`src/sv/xor_sprite_row_plotter_macros.svh`:
```
// Assertion macros for the sprite row plotter.
`ifndef XOR_SPRITE_ROW_PLOTTER_MACROS_SVH
`define XOR_SPRITE_ROW_PLOTTER_MACROS_SVH

`ifndef SYNTHESIS

// Same-cycle implication, checked out of reset.
`define XSRP_ASSERT_NOW(label, clk, rst_n, ante, cons) \
	label: assert property (@(posedge clk) disable iff (!rst_n) (ante) |-> (cons)) \
		else $error("xsrp: same-cycle check failed");

// Next-cycle implication, checked out of reset.
`define XSRP_ASSERT_NEXT(label, clk, rst_n, ante, cons) \
	label: assert property (@(posedge clk) disable iff (!rst_n) (ante) |=> (cons)) \
		else $error("xsrp: next-cycle check failed");

`else

`define XSRP_ASSERT_NOW(label, clk, rst_n, ante, cons)
`define XSRP_ASSERT_NEXT(label, clk, rst_n, ante, cons)

`endif

`endif

```
`src/sv/xsrp_pkg.sv`:
```
`timescale 1ns / 1ps

package xsrp_pkg;

	// Command field widths
	localparam int COORD_W   = 16;
	localparam int PATTERN_W = 8;

	// Default screen geometry
	localparam int SCREEN_COLS_DEF = 64;
	localparam int SCREEN_ROWS_DEF = 32;

	// Front-to-back command queue
	localparam int QUEUE_DEPTH = 4;

	// Fixed-point reciprocal width used for modulo by a constant
	localparam int RECIP_W = 32;

	typedef enum logic [1:0] {
		MODE_DRAW  = 2'd0,
		MODE_CLEAR = 2'd1,
		MODE_SET   = 2'd2,
		MODE_READ  = 2'd3
	} mode_t;

	typedef struct packed {
		logic pixel;
		logic collision;
	} result_t;

endpackage

```
`src/sv/xsrp_wrap.sv`:
```
`timescale 1ns / 1ps

// Three-stage signed modulo by a constant, result always in 0..MODULUS-1.
// Negative v folds as MODULUS-1 - ((~v) mod MODULUS).
module xsrp_wrap #(
	parameter int MODULUS = xsrp_pkg::SCREEN_COLS_DEF,
	parameter int OUT_W   = 6
) (
	input  logic                              clk,
	input  logic signed [xsrp_pkg::COORD_W-1:0] value,
	output logic [OUT_W-1:0]                  coord
);

	localparam int UW    = xsrp_pkg::COORD_W - 1;
	localparam int RW    = xsrp_pkg::RECIP_W;
	localparam int REM_W = (MODULUS > 1) ? $clog2(2 * MODULUS) : 1;
	localparam logic [RW-1:0] RECIP = RW'(64'hFFFF_FFFF / MODULUS);

	logic [UW-1:0]    mag;
	logic [UW+RW-1:0] prod_s1;
	logic [UW-1:0]    mag_s1;
	logic             neg_s1;
	logic [UW-1:0]    quot;
	logic [UW-1:0]    back_prod;
	logic [REM_W-1:0] rem_s2;
	logic             neg_s2;
	logic [REM_W-1:0] rem_fix;
	logic [OUT_W-1:0] coord_s3;

	// Fold sign: magnitude of v or of ~v
	assign mag = value[UW] ? ~value[UW-1:0] : value[UW-1:0];

	// Stage 1: reciprocal product
	always_ff @(posedge clk) begin
		prod_s1 <= (UW+RW)'(mag) * (UW+RW)'(RECIP);
		mag_s1  <= mag;
		neg_s1  <= value[UW];
	end

	// Stage 2: raw remainder, at most one modulus too large
	assign quot      = prod_s1[UW+RW-1 -: UW];
	assign back_prod = UW'(quot * MODULUS);

	always_ff @(posedge clk) begin
		rem_s2 <= REM_W'(mag_s1 - back_prod);
		neg_s2 <= neg_s1;
	end

	// Stage 3: correction and sign unfold
	assign rem_fix = (rem_s2 >= REM_W'(MODULUS)) ? rem_s2 - REM_W'(MODULUS) : rem_s2;

	always_ff @(posedge clk) begin
		if (neg_s2) begin
			coord_s3 <= OUT_W'(REM_W'(MODULUS - 1) - rem_fix);
		end else begin
			coord_s3 <= OUT_W'(rem_fix);
		end
	end

	assign coord = coord_s3;

endmodule

```
`src/sv/xsrp_front.sv`:
```
`timescale 1ns / 1ps

// Front end: accepts commands, wraps coordinates, builds the row mask and
// pushes one classified command per item into the queue.
module xsrp_front #(
	parameter int SCREEN_COLS = xsrp_pkg::SCREEN_COLS_DEF,
	parameter int SCREEN_ROWS = xsrp_pkg::SCREEN_ROWS_DEF,
	parameter int ROW_W       = 5,
	parameter int ENTRY_W     = 72,
	parameter int CNT_W       = 3
) (
	input  logic                                 clk,
	input  logic                                 arst_n,
	input  logic                                 in_valid,
	output logic                                 in_ready,
	input  xsrp_pkg::mode_t                      mode,
	input  logic signed [xsrp_pkg::COORD_W-1:0]  column,
	input  logic signed [xsrp_pkg::COORD_W-1:0]  row,
	input  logic [xsrp_pkg::PATTERN_W-1:0]       pattern,
	input  logic [CNT_W-1:0]                     q_count,
	output logic                                 push,
	output logic [ENTRY_W-1:0]                   push_data,
	output logic [1:0]                           inflight
);

	localparam int COL_W = $clog2(SCREEN_COLS);
	localparam int PW    = xsrp_pkg::PATTERN_W;

	logic                  accept;
	logic                  v_s1, v_s2, v_s3;
	xsrp_pkg::mode_t       mode_s1, mode_s2, mode_s3;
	logic [PW-1:0]         pattern_s1, pattern_s2, pattern_s3;
	logic [COL_W-1:0]      col_s3;
	logic [ROW_W-1:0]      row_s3;
	logic [SCREEN_COLS-1:0] mask;

	// Credit check: queued plus in-flight items never exceed the queue depth
	assign inflight = 2'({1'b0, v_s1} + {1'b0, v_s2} + {1'b0, v_s3});
	assign in_ready = ((CNT_W+1)'(q_count) + (CNT_W+1)'(inflight))
		< (CNT_W+1)'(xsrp_pkg::QUEUE_DEPTH);
	assign accept   = in_valid & in_ready;

	// Coordinate wrap units, aligned with stage 3
	xsrp_wrap #(
		.MODULUS (SCREEN_COLS),
		.OUT_W   (COL_W)
	) u_col_wrap (
		.clk   (clk),
		.value (column),
		.coord (col_s3)
	);

	xsrp_wrap #(
		.MODULUS (SCREEN_ROWS),
		.OUT_W   (ROW_W)
	) u_row_wrap (
		.clk   (clk),
		.value (row),
		.coord (row_s3)
	);

	// Stage valids
	always_ff @(posedge clk or negedge arst_n) begin
		if (!arst_n) begin
			v_s1 <= 1'b0;
			v_s2 <= 1'b0;
			v_s3 <= 1'b0;
		end else begin
			v_s1 <= accept;
			v_s2 <= v_s1;
			v_s3 <= v_s2;
		end
	end

	// Command payload alongside the wrap pipeline
	always_ff @(posedge clk) begin
		mode_s1    <= mode;
		pattern_s1 <= pattern;
		mode_s2    <= mode_s1;
		pattern_s2 <= pattern_s1;
		mode_s3    <= mode_s2;
		pattern_s3 <= pattern_s2;
	end

	// Row mask: the pattern's set bits over eight wrapped columns for draw, one column for set and read, none for clear
	always_comb begin
		logic [COL_W:0] ci;
		mask = '0;
		ci   = '0;
		case (mode_s3)
			xsrp_pkg::MODE_DRAW: begin
				for (int i = 0; i < PW; i++) begin
					ci = (COL_W+1)'(col_s3) + (COL_W+1)'(i);
					if (ci >= (COL_W+1)'(SCREEN_COLS)) begin
						ci = ci - (COL_W+1)'(SCREEN_COLS);
					end
					if (pattern_s3[PW-1-i]) begin
						mask[ci[COL_W-1:0]] = 1'b1;
					end
				end
			end
			xsrp_pkg::MODE_SET, xsrp_pkg::MODE_READ: begin
				mask[col_s3] = 1'b1;
			end
			default: begin
				mask = '0;
			end
		endcase
	end

	assign push      = v_s3;
	assign push_data = {mode_s3, row_s3, mask, pattern_s3[0]};

endmodule

```
`src/sv/xsrp_queue.sv`:
```
`timescale 1ns / 1ps

// Short FIFO between front and back ends.
module xsrp_queue #(
	parameter int WIDTH = 72,
	parameter int DEPTH = xsrp_pkg::QUEUE_DEPTH,
	parameter int CNT_W = 3
) (
	input  logic             clk,
	input  logic             arst_n,
	input  logic             push,
	input  logic [WIDTH-1:0] push_data,
	input  logic             pop,
	output logic [WIDTH-1:0] pop_data,
	output logic [CNT_W-1:0] count
);

	localparam int PTR_W = (DEPTH > 1) ? $clog2(DEPTH) : 1;

	logic [WIDTH-1:0] entries_q [DEPTH];
	logic [PTR_W-1:0] wr_ptr_q;
	logic [PTR_W-1:0] rd_ptr_q;
	logic [CNT_W-1:0] count_q;

	// Pointers and fill count
	always_ff @(posedge clk or negedge arst_n) begin
		if (!arst_n) begin
			wr_ptr_q <= '0;
			rd_ptr_q <= '0;
			count_q  <= '0;
		end else begin
			if (push) begin
				wr_ptr_q <= (wr_ptr_q == PTR_W'(DEPTH - 1)) ? '0 : wr_ptr_q + 1'b1;
			end
			if (pop) begin
				rd_ptr_q <= (rd_ptr_q == PTR_W'(DEPTH - 1)) ? '0 : rd_ptr_q + 1'b1;
			end
			if (push && !pop) begin
				count_q <= count_q + 1'b1;
			end else if (pop && !push) begin
				count_q <= count_q - 1'b1;
			end
		end
	end

	// Storage
	always_ff @(posedge clk) begin
		if (push) begin
			entries_q[wr_ptr_q] <= push_data;
		end
	end

	assign pop_data = entries_q[rd_ptr_q];
	assign count    = count_q;

endmodule

```
`src/sv/xsrp_back.sv`:
```
`timescale 1ns / 1ps

// Back end: frame store with per-row valid flags, read-modify-write of one
// row word per draw or set command, and the result register.
module xsrp_back #(
	parameter int SCREEN_COLS = xsrp_pkg::SCREEN_COLS_DEF,
	parameter int SCREEN_ROWS = xsrp_pkg::SCREEN_ROWS_DEF,
	parameter int ROW_W       = 5,
	parameter int ENTRY_W     = 72,
	parameter int CNT_W       = 3
) (
	input  logic                 clk,
	input  logic                 arst_n,
	input  logic [ENTRY_W-1:0]   q_data,
	input  logic [CNT_W-1:0]     q_count,
	output logic                 pop,
	output logic                 out_valid,
	input  logic                 out_ready,
	output xsrp_pkg::result_t    out_result
);

	typedef enum logic [1:0] {
		ST_IDLE = 2'b01,
		ST_EXEC = 2'b10
	} state_t;

	state_t                  state_q;
	logic [SCREEN_ROWS-1:0]  row_valid_q;
	logic                    out_valid_q;
	xsrp_pkg::result_t       out_res_q;

	logic [SCREEN_COLS-1:0]  frame_mem_q [SCREEN_ROWS];
	logic [SCREEN_COLS-1:0]  rd_q;

	xsrp_pkg::mode_t         mode_q;
	logic [ROW_W-1:0]        row_q;
	logic [SCREEN_COLS-1:0]  mask_q;
	logic                    setv_q;

	xsrp_pkg::mode_t         e_mode;
	logic [ROW_W-1:0]        e_row;
	logic [SCREEN_COLS-1:0]  e_mask;
	logic                    e_setv;

	logic                    slot_free;
	logic                    is_clear;
	logic [SCREEN_COLS-1:0]  row_word;
	logic [SCREEN_COLS-1:0]  new_word;
	logic                    hit;
	logic                    wr_en;
	xsrp_pkg::result_t       exec_res;

	// Queue entry fields
	assign e_mode = xsrp_pkg::mode_t'(q_data[ENTRY_W-1 -: 2]);
	assign e_row  = q_data[ENTRY_W-3 -: ROW_W];
	assign e_mask = q_data[SCREEN_COLS:1];
	assign e_setv = q_data[0];

	assign slot_free = !out_valid_q || out_ready;
	assign pop       = (state_q == ST_IDLE) && (q_count != '0) && slot_free;
	assign is_clear  = (e_mode == xsrp_pkg::MODE_CLEAR);

	// Row update: rows never written since reset or clear read as off
	assign row_word = row_valid_q[row_q] ? rd_q : '0;
	assign hit      = |(row_word & mask_q);

	always_comb begin
		new_word = row_word;
		wr_en    = 1'b0;
		exec_res = '0;
		case (mode_q)
			xsrp_pkg::MODE_DRAW: begin
				new_word           = row_word ^ mask_q;
				wr_en              = 1'b1;
				exec_res.collision = hit;
			end
			xsrp_pkg::MODE_SET: begin
				new_word = setv_q ? (row_word | mask_q) : (row_word & ~mask_q);
				wr_en    = 1'b1;
			end
			xsrp_pkg::MODE_READ: begin
				exec_res.pixel = hit;
			end
			default: begin
				new_word = row_word;
			end
		endcase
	end

	// Sequencer, row valid flags and result valid
	always_ff @(posedge clk or negedge arst_n) begin
		if (!arst_n) begin
			state_q     <= ST_IDLE;
			row_valid_q <= '0;
			out_valid_q <= 1'b0;
		end else begin
			// a clear popped in the same cycle reloads the slot instead
			if (out_valid_q && out_ready && (state_q == ST_IDLE) && !(pop && is_clear)) begin
				out_valid_q <= 1'b0;
			end
			case (state_q)
				ST_IDLE: begin
					if (pop) begin
						if (is_clear) begin
							row_valid_q <= '0;
							out_valid_q <= 1'b1;
						end else begin
							state_q <= ST_EXEC;
						end
					end
				end
				ST_EXEC: begin
					if (wr_en) begin
						row_valid_q[row_q] <= 1'b1;
					end
					out_valid_q <= 1'b1;
					state_q     <= ST_IDLE;
				end
				default: begin
					state_q <= ST_IDLE;
				end
			endcase
		end
	end

	// Command registers and result data
	always_ff @(posedge clk) begin
		if (pop) begin
			mode_q <= e_mode;
			row_q  <= e_row;
			mask_q <= e_mask;
			setv_q <= e_setv;
		end
		if (pop && is_clear) begin
			out_res_q <= '0;
		end else if (state_q == ST_EXEC) begin
			out_res_q <= exec_res;
		end
	end

	// Frame store: one write port, one registered read port
	always_ff @(posedge clk) begin
		if ((state_q == ST_EXEC) && wr_en) begin
			frame_mem_q[row_q] <= new_word;
		end
		if (pop) begin
			rd_q <= frame_mem_q[e_row];
		end
	end

	assign out_valid  = out_valid_q;
	assign out_result = out_res_q;

endmodule

```
`src/sv/xor_sprite_row_plotter.sv`:
```
`timescale 1ns / 1ps
// A command passes the wrap stages and the queue; draw, set and read then pass the row read
// and the execute state (write-back) before the result register, and the back end pops no
// new command until that is done. A clear resets the row flags and the result when popped.
// Reset: arst_n clears all control state and every row-valid flag, so the
// whole frame reads as off at once; no clearing pass is needed.
`include "xor_sprite_row_plotter_macros.svh"

module xor_sprite_row_plotter #(
	parameter int SCREEN_COLS = xsrp_pkg::SCREEN_COLS_DEF,
	parameter int SCREEN_ROWS = xsrp_pkg::SCREEN_ROWS_DEF
) (
	input  logic        clk,
	input  logic        arst_n,
	input  logic        s_axis_tvalid,
	output logic        s_axis_tready,
	input  logic [39:0] s_axis_tdata,  // column[15:0], row[31:16], pattern[39:32]
	input  logic [1:0]  s_axis_tuser,  // mode[1:0]
	output logic        m_axis_tvalid,
	input  logic        m_axis_tready,
	output logic [7:0]  m_axis_tdata   // collision[0], pixel[1], zero[7:2]
);

	localparam int ROW_W   = (SCREEN_ROWS > 1) ? $clog2(SCREEN_ROWS) : 1;
	localparam int ENTRY_W = 2 + ROW_W + SCREEN_COLS + 1;
	localparam int CNT_W   = $clog2(xsrp_pkg::QUEUE_DEPTH + 1);
	localparam int CW      = xsrp_pkg::COORD_W;

	logic                 q_push;
	logic [ENTRY_W-1:0]   q_push_data;
	logic                 q_pop;
	logic [ENTRY_W-1:0]   q_pop_data;
	logic [CNT_W-1:0]     q_count;
	logic [1:0]           inflight;
	xsrp_pkg::result_t    result;

	// Front end
	xsrp_front #(
		.SCREEN_COLS (SCREEN_COLS),
		.SCREEN_ROWS (SCREEN_ROWS),
		.ROW_W       (ROW_W),
		.ENTRY_W     (ENTRY_W),
		.CNT_W       (CNT_W)
	) u_front (
		.clk       (clk),
		.arst_n    (arst_n),
		.in_valid  (s_axis_tvalid),
		.in_ready  (s_axis_tready),
		.mode      (xsrp_pkg::mode_t'(s_axis_tuser)),
		.column    (s_axis_tdata[CW-1:0]),
		.row       (s_axis_tdata[2*CW-1:CW]),
		.pattern   (s_axis_tdata[2*CW+xsrp_pkg::PATTERN_W-1:2*CW]),
		.q_count   (q_count),
		.push      (q_push),
		.push_data (q_push_data),
		.inflight  (inflight)
	);

	// Command queue
	xsrp_queue #(
		.WIDTH (ENTRY_W),
		.DEPTH (xsrp_pkg::QUEUE_DEPTH),
		.CNT_W (CNT_W)
	) u_queue (
		.clk       (clk),
		.arst_n    (arst_n),
		.push      (q_push),
		.push_data (q_push_data),
		.pop       (q_pop),
		.pop_data  (q_pop_data),
		.count     (q_count)
	);

	// Back end
	xsrp_back #(
		.SCREEN_COLS (SCREEN_COLS),
		.SCREEN_ROWS (SCREEN_ROWS),
		.ROW_W       (ROW_W),
		.ENTRY_W     (ENTRY_W),
		.CNT_W       (CNT_W)
	) u_back (
		.clk        (clk),
		.arst_n     (arst_n),
		.q_data     (q_pop_data),
		.q_count    (q_count),
		.pop        (q_pop),
		.out_valid  (m_axis_tvalid),
		.out_ready  (m_axis_tready),
		.out_result (result)
	);

	assign m_axis_tdata = {6'b0, result.pixel, result.collision};

	// Queue never overflows or underflows, and credits cover all items in flight
	`XSRP_ASSERT_NOW(a_no_overflow, clk, arst_n, q_push && !q_pop, q_count < CNT_W'(xsrp_pkg::QUEUE_DEPTH))
	`XSRP_ASSERT_NOW(a_no_underflow, clk, arst_n, q_pop, q_count != '0)
	`XSRP_ASSERT_NOW(a_credit, clk, arst_n, 1'b1, ((CNT_W+1)'(q_count) + (CNT_W+1)'(inflight)) <= (CNT_W+1)'(xsrp_pkg::QUEUE_DEPTH))
	`XSRP_ASSERT_NEXT(a_accept_enters, clk, arst_n, s_axis_tvalid && s_axis_tready, inflight != 2'd0)

endmodule

```
`config.mk`:
```
export PLATFORM = sky130hd
export DESIGN_NAME = xor_sprite_row_plotter
export DESIGN_NICKNAME = d
export VERILOG_FILES = /design/src/sv/xsrp_pkg.sv /design/src/sv/xsrp_wrap.sv /design/src/sv/xsrp_front.sv /design/src/sv/xsrp_queue.sv /design/src/sv/xsrp_back.sv /design/src/sv/xor_sprite_row_plotter.sv
export VERILOG_INCLUDE_DIRS = /design/src /design/src/sv
export SDC_FILE = /design/constraint.sdc
export NUM_CORES = 2
export LEC_CHECK = 0
export ABC_AREA = 1
export ABC_CLOCK_PERIOD_IN_PS = 12880
export BUFFER_PORTS_ARGS = -buffer_cell sky130_fd_sc_hd__buf_2
export CAP_MARGIN = 20
export CELL_PAD_IN_SITES_DETAIL_PLACEMENT = 2
export CELL_PAD_IN_SITES_GLOBAL_PLACEMENT = 2
export CORE_ASPECT_RATIO = 0.5
export CORE_MARGIN = 5
export CORE_UTILIZATION = 40
export DETAILED_ROUTE_END_ITERATION = 7
export GPL_TIMING_DRIVEN = 0
export PLACE_DENSITY_LB_ADDON = 0.1
export SLEW_MARGIN = 25
export SYNTH_ARGS = -nofsm -noshare
export SYNTH_HDL_FRONTEND = slang
export SYNTH_SLANG_ARGS = --single-unit
```
`constraint.sdc`:
```
create_clock -name clk -period 12.88 [get_ports clk]
set_input_delay 0.644 -clock clk [delete_from_list [all_inputs] [get_ports clk]]
set_output_delay 0.644 -clock clk [all_outputs]
set_load 0.02 [all_outputs]
```
# Yosys cells after proc, flatten, opt, wreduce, memory -nomap -nowiden

Memories as Yosys holds them, arrays and structs flattened. A register that Yosys moved wholly into a read port is not among the register bits.
Cells that the tools add are included.

Bits in registers: 256
Bits in latches: 0
RAM bits: 2336
Bits in read-only memories: 0
Output and inout port bits: 10
Memories: 2

Add/sub/neg operators: 28
Multipliers: 2
Div/mod/pow operators: 0
Magnitude comparators: 31
Eq/ne operators: 13
Shift operators: 0
Multiplexer cells: 85
Bitwise logic cells: 16
Reductions and logical operators: 34

Memories:

| name               | words | bits a word | read ports | clocked after Yosys merged registers in | wr ports | line             | source |
|---|---|---|---|---|---|---|---|
| u_back.frame_mem_q | 32    | 64          | 1          | 1                                       | 1        | xsrp_back.sv:32  | `logic [SCREEN_COLS-1:0] frame_mem_q [SCREEN_ROWS];` |
| u_queue.entries_q  | 4     | 72          | 1          | 0                                       | 1        | xsrp_queue.sv:20 | `logic [WIDTH-1:0] entries_q [DEPTH];` |

Operators by type and width:

| kind                   | count |
|---|---|
| $mux 64                | 17 |
| $or 64x64->64          | 8 |
| $pmux 64 s2            | 2 |
| $and 64x64->64         | 2 |
| $mux 6                 | 18 |
| $mux 32                | 3 |
| $not 64->64            | 1 |
| $pmux 32 s2            | 1 |
| $reduce_or 64->1       | 1 |
| $xor 64x64->64         | 1 |
| $lt 6x7->1 const B     | 9 |
| $ge 7x7->1 const B     | 8 |
| $demux 1 s6            | 9 |
| $ge 6x1->1 const B     | 9 |
| $sub 6x1->6 const B    | 9 |
| $mul 15x26->33 const B | 1 |
| $mul 15x27->33 const B | 1 |
| $or 32x32->32          | 1 |
| $mux 15                | 2 |
| $not 15->15            | 2 |
| $add 6x3->7 const B    | 4 |
| $mux 1                 | 21 |
| $logic_and 1x1->1      | 19 |
| $add 6x2->7 const B    | 2 |
| 36 further kinds       | 58 |

# Depth between registers and ports, before layout

Depth after elaboration: 30
Gate-level depth with buffers: 22
Depth with buffers taken out: 20

# Hierarchy

From an unflattened synthesis, not the netlist that was laid out.

Cell total of the unflattened synthesis: 10097
Area total of the unflattened synthesis: 111210.4 µm²

Modules (own cells, without submodules):

| module                         | times used | cells each | area an instance (µm²) | seq. area each (µm²) |
|---|---|---|---|---|
| xsrp_back                      | 1          | 7480       | 90559.4                | 66500.0 |
| xsrp_queue                     | 1          | 889        | 11770.0                | 8823.5 |
| xsrp_front                     | 1          | 1592       | 7746.2                 | 675.6 |
| xsrp_wrap (u_front.u_col_wrap) | 1          | 70         | 588.1                  | 400.4 |
| xsrp_wrap (u_front.u_row_wrap) | 1          | 59         | 498.0                  | 340.3 |
| xor_sprite_row_plotter         | 1          | 7          | 48.8                   | 0.0 |

# Worst setup path after synthesis

OpenSTA, ideal clock, no wires.

Path kind: register to register
From: register u_back.state_q[0]
To: register u_back.row_valid_q[10]
Data arrival time: 7.626 ns
Required time: 12.750 ns
Slack: 5.124 ns
Cell stages (with the launch flop): 10
Path buffers: 1
Clock period less this slack: 7.756 ns
Cells stage by stage: dfstp_2 > ha_1 > inv_1 > nor3_2 > nand3_1 > nand2_1 > o211ai_4 > clkbuf_1 > nand2_1 > o21ai_0

Word-level cells in the longest chain between the ends: 5
Elaborated cells between the ends (all ways): 10
Those cells by class: 5 x eq/ne; 1 x mux; 4 x reduce/logical

RTL lines:

| element                           | line                         | source |
|---|---|---|
| start: declaration                | xsrp_back.sv:27              | `state_t state_q;` |
| start signal: assignment          | xsrp_back.sv:93              | `state_q <= ST_IDLE;` |
| start signal: assignment          | xsrp_back.sv:108             | `state_q <= ST_EXEC;` |
| start signal: assignment          | xsrp_back.sv:117             | `state_q <= ST_IDLE;` |
| $eq 2x1->1                        | xsrp_back.sv:60              | `assign pop = (state_q == ST_IDLE) && (q_count != '0) && slot_free;` |
| $logic_and 1x1->1 (2 in series)   | xsrp_back.sv:60              |  |
| named net q_pop                   | xor_sprite_row_plotter.sv:31 | `logic q_pop;` |
| $ne 2x1->1 (no source line)       | n/a                          |  |
| $reduce_and 4->1 (no source line) | n/a                          |  |
| end signal: assignment            | xsrp_back.sv:94              | `row_valid_q <= '0;` |
| end signal: assignment            | xsrp_back.sv:105             | `row_valid_q <= '0;` |
| end signal: indexed assignment    | xsrp_back.sv:114             | `row_valid_q[row_q] <= 1'b1;` |
| end: declaration                  | xsrp_back.sv:28              | `logic [SCREEN_ROWS-1:0] row_valid_q;` |

The timed path passes the listed nets, and every way through them passes these cells.
A chain may end at the register's enable or synchronous reset.

# Worst setup path after layout

From: register u_queue.rd_ptr_q[0]
To: register u_back.rd_q[58], read port of u_back.frame_mem_q (data pin)

Word-level cells in the longest chain between the ends: 1

RTL lines:

| element                  | line                         | source |
|---|---|---|
| start: declaration       | xsrp_queue.sv:22             | `logic [PTR_W-1:0] rd_ptr_q;` |
| start signal: assignment | xsrp_queue.sv:36             | `rd_ptr_q <= (rd_ptr_q == PTR_W'(DEPTH - 1)) ? '0 : rd_ptr_q + 1'b1;` |
| $mem_v2 4x72             | n/a                          |  |
| named net q_pop_data[66] | xor_sprite_row_plotter.sv:32 | `logic [ENTRY_W-1:0] q_pop_data;` |
| end: declaration         | xsrp_back.sv:33              | `logic [SCREEN_COLS-1:0] rd_q;` |

The timed path passes the listed nets, and every way through them passes these cells.

==> metrics list <==
- Result of the run: complete, no violations
- Setup repair after global routing left no endpoint under its margin.
* Nature of the critical path endpoint: flip-flop
- Cells with a size suffix above 1 make up 9.66% of the layout.
- Global routing finished with a remaining overflow of 0.
* Routed WL: 512000 microns
- During I/O placement, the number of pins put on the boundary was 56.
- In this run, post-CTS hold repair placed 25 buffers.
- After clock tree synthesis, the clock-pin slew on the worst setup and hold paths is 0.07 ns.
- Fmax achieved: 199 MHz
* YS warnings: 0
- Leaving out fill and tap cells, the most frequent cell in the layout is edfxtp_1.
- The net count of the finished layout is 12200.
- Number of flip-flops and latches in the synthesized netlist: 2586
- TritonCTS built the clock tree.
* Max cap viols: 0
- Async S/R FF share, synth: 1.74%
* Post-route setup TNS: 0 ns
* Arrival time of data at the critical path endpoint: 5.67 ns
- The number of antenna violations at the first check in global routing is 67.
- The count of final max-slew check failures was 0.
* Largest cells by area after synthesis: edfxtp_1, nand3_1, nand2_1
* Post-CTS setup buffer count: 0
* Top library cells by usage in the layout, fill and taps aside: edfxtp_1, nand2_1, nand3_1, inv_1, nand3b_1
- For this design the static power due to leakage is 54.2 nW.
* Worst VDD drop: 172 uV
* Startpoint type of the worst setup path: flip-flop
- Number of detailed-routing iterations run before antenna repair: 6
* Share of power burned in combinational logic: 49.4%
- Setup violations remaining at the end of the flow were counted as 0.
- Die outline width: 782 microns
- Net switching fraction of the power: 48.9%
- Post-synthesis share of cell area spent on full adders, half adders and majority gates: 0.842%
* Number of cells after detailed placement: 15800
- In this run the worst hold path is classified as in -> reg.
* Cts bufs inserted: 245
- For this block, the initial DRC count from the detailed router was 10300.
- XOR/XNOR Fraction of Synth Area: 0.235%
- Via count of the first global-routing pass: 102000
* Number of antenna-violating nets in the routed design: 0
- Compound-cell area share of the yosys netlist: 2.02%
* TritonCTS Sinks: 2586
- Wire length of the first global-routing pass: 727000 microns
- After synthesis, the largest area contributor takes up 62.3% of total cell area.
- For this design the total switching power over the nets is 18.4 mW.
- Global routing consumed, over all layers together, 32.3% of the routing resources.
* Standard-cell row count: 141
- The floorplan step set the die height to 396 microns.
- Internal power component: 19.3 mW
- Number of buffers inserted by port buffering: 30
- Data on the critical path is required at its endpoint by 13.51 ns.
- Once the clock tree was built, the resizer swapped 0 gates to a different size.
* Max-Slew Margin vs Limit: 21.2%
* Pin count of the biggest net entering global routing: 59
- Clock Root Buffer: clkbuf_16
- The smallest clock period supported by the final layout is computed as 5.03 ns.
- Total power for the finished layout comes to 37.7 mW.
- Half-perimeter wire length after detailed placement: 378000 microns
* Clk pwr share: 19.8%
- At the end of routability-driven placement, the weighted congestion stood at 0.930.
* Vias per Instance: 5.83
- The H-tree was split into 4 levels.
- A synthesized cell averages 10.4 sq um.
- Sequential cells burn 30.8% of the power.
- The synthesized netlist contains 36 unique library cells.
- The critical path in this run is classified as reg -> reg.
* Slew @ Worst Pin: 1.18 ns
- Simple-gate share of the synthesized area: 25.3%
* Final non-filler cell total: 16200
- EDFF count, synth: 2472
- Biggest area consumer among synthesized cells: edfxtp_1
- The most used flip-flop cell after synthesis is edfxtp_1.
- In the synthesized netlist, mux cells make up 0.00945% of the area.
* Largest family of logic cells by synthesized area: simple AND/OR/NAND/NOR gates
- The worst path uses 39.1% of the clock period.
- Compared with the post-synthesis result, the final layout area differs by 14.4%.
- Worst-skew pair later-pin latency: 0.94 ns
- Syn Std Cell Area: 0.119 sq mm
- After detailed routing, the average wire length per cell comes to 31.6 microns.
- Post-detailed-route DRC marker count: 0
* Final hold violations: 0
* Vias: 94700
- In this run the power density over the cells is 276 mW/mm^2.
- For this configuration, the core starts out at a cell density of 40.3%.
- Maximum count of clock buffers along a single path: 4
* Share of synthesized area occupied by flip-flops and latches: 64.4%
* Fin Clk Skew: 0.0815 ns
- The floorplan step defined a die boundary enclosing 0.309 sq mm.
* Crit path max fanout: 11
- The layout has 30400 filler cells.
- Floorplan Core Area: 0.296 sq mm
- Synthesis handed over a netlist of 11400 instances.
[power groups by stage]
| stage | clock [mW] | combinational [mW] | sequential (mW) |
|---|---|---|---|
| 4_1_cts | 7.55 | 18.2 | 11.6 |
| 3_5_place_dp | 0 | 17.9 | 11.8 |
| 2_1_floorplan | 0 | 8.54 | 11.7 |
| 5_1_grt | 7.92 | 19.4 | 11.6 |
| 6_report | 7.47 | 18.6 | 11.6 |
| 3_3_place_gp | 0 | 16.5 | 12.0 |
[sequential cells by signal, summed over array words and instances, names as in the netlist, 6 cells and up]
name,count
u_back.mask_q,64
u_front.u_col_wrap.coord,6
u_back.frame_mem_q,2048
u_front.u_col_wrap.rem_s2,6
u_front.u_col_wrap.mag_s1,6
u_queue.entries_q,288
u_back.row_valid_q,32
u_front.pattern_s1,8
u_front.pattern_s2,8
u_back.rd_q,64
u_front.pattern_s3,8
[cell families (layout without fill, tap and decap cells)]
kind of cell / Yosys count / in the layout
compound gates: 458 / 458
flops: 2586 / 2586
simple gates: 6147 / 6147
xor+xnor: 32 / 32
buf+inv: 2134 / 2976
other cells: 1 / 27
fa+ha+maj: 79 / 79
mux: 1 / 1
[cell type report]
type | instances | area (sq um) | area share, %
antenna | 21 | 52.6 | 0.0386
buffer | 795 | 3470 | 2.55
clock buffer | 292 | 6370 | 4.67
clock inverter | 145 | 1470 | 1.08
inverter | 1339 | 5050 | 3.70
multi-input combinational | 6723 | 34300 | 25.2
sequential | 2586 | 76700 | 56.3
tap | 3932 | 4920 | 3.61
timing repair buffer | 405 | 3890 | 2.86
[worst max-delay path, stage by stage, from the launching register on]
cell and delay [ns]:
dfrtp_1 0.46, buf_2 0.27, nand2_1 0.10, o21ai_0 0.10, nand2_1 0.09, nand2_2 0.63
buf_2 0.88, buf_2 0.74, nand3_1 0.16, nand3_1 0.17, nand3_1 0.16, nand2_1 0.38
nand2_1 0.11, nand2_1 0.39
[synth_stat cells, types with 2 or more instances]
library cell and n:
nand2_2 5, xnor2_1 2, nor3_1 49, inv_2 5
buf_1 76, buf_4 19, buf_2 316, o22ai_1 67
ha_1 77, nand3_1 2092, clkbuf_1 384, dfrtp_1 44
fa_1 2, nand2_1 2248, o21ai_0 348, nand4_1 318
a21oi_1 36, nor2_2 2, nor2_1 470, clkinv_1 5
dfxtp_1 69, edfxtp_1 2472, inv_1 1329, nand3b_1 961
xor2_1 30, a32oi_1 2
[final timing paths]
kind	from	end	slack (ns)	cells past startpoint
max reg2reg	u_queue.rd_ptr_q[0]	u_back.rd_q[58]	7.85	13
max in group asynchronous	arst_n	u_queue.rd_ptr_q[0]	12.11	2
min in group asynchronous	arst_n	u_back.row_valid_q[27]	0.29	2
max	u_queue.rd_ptr_q[0]	u_back.rd_q[58]	7.85	13
min	m_axis_tready	u_back.out_valid	0.13	4
min reg2reg	u_front.pattern_s2[1]	u_front.pattern_s3[1]	0.33	0
[layer usage]
layer	global-route usage, %	vias up	wire length (microns)
met4	12.8	28	22200
met5	0	-	172
met1	43.2	49300	213000
li1	-	40700	-
met3	5.67	890	39700
met2	52.6	3726	238000
[through the flow]
step / util [%] / cell area (sq um) / setup WS, ns / hold WS [ns]
3_3_place_gp: 42.0 / 124000 / 0.281 / 0.310
5_1_grt: 46.1 / 136000 / 7.82 / 0.121
3_5_place_dp: 43.3 / 128000 / 7.94 / 0.314
2_1_floorplan: - / 119000 / 5.12 / 0.310
6_report: 46.1 / 136000 / 7.85 / 0.126
4_1_cts: 46.0 / 136000 / 7.89 / 0.0651
No activity file was read; power rests on OpenSTA's default activity.
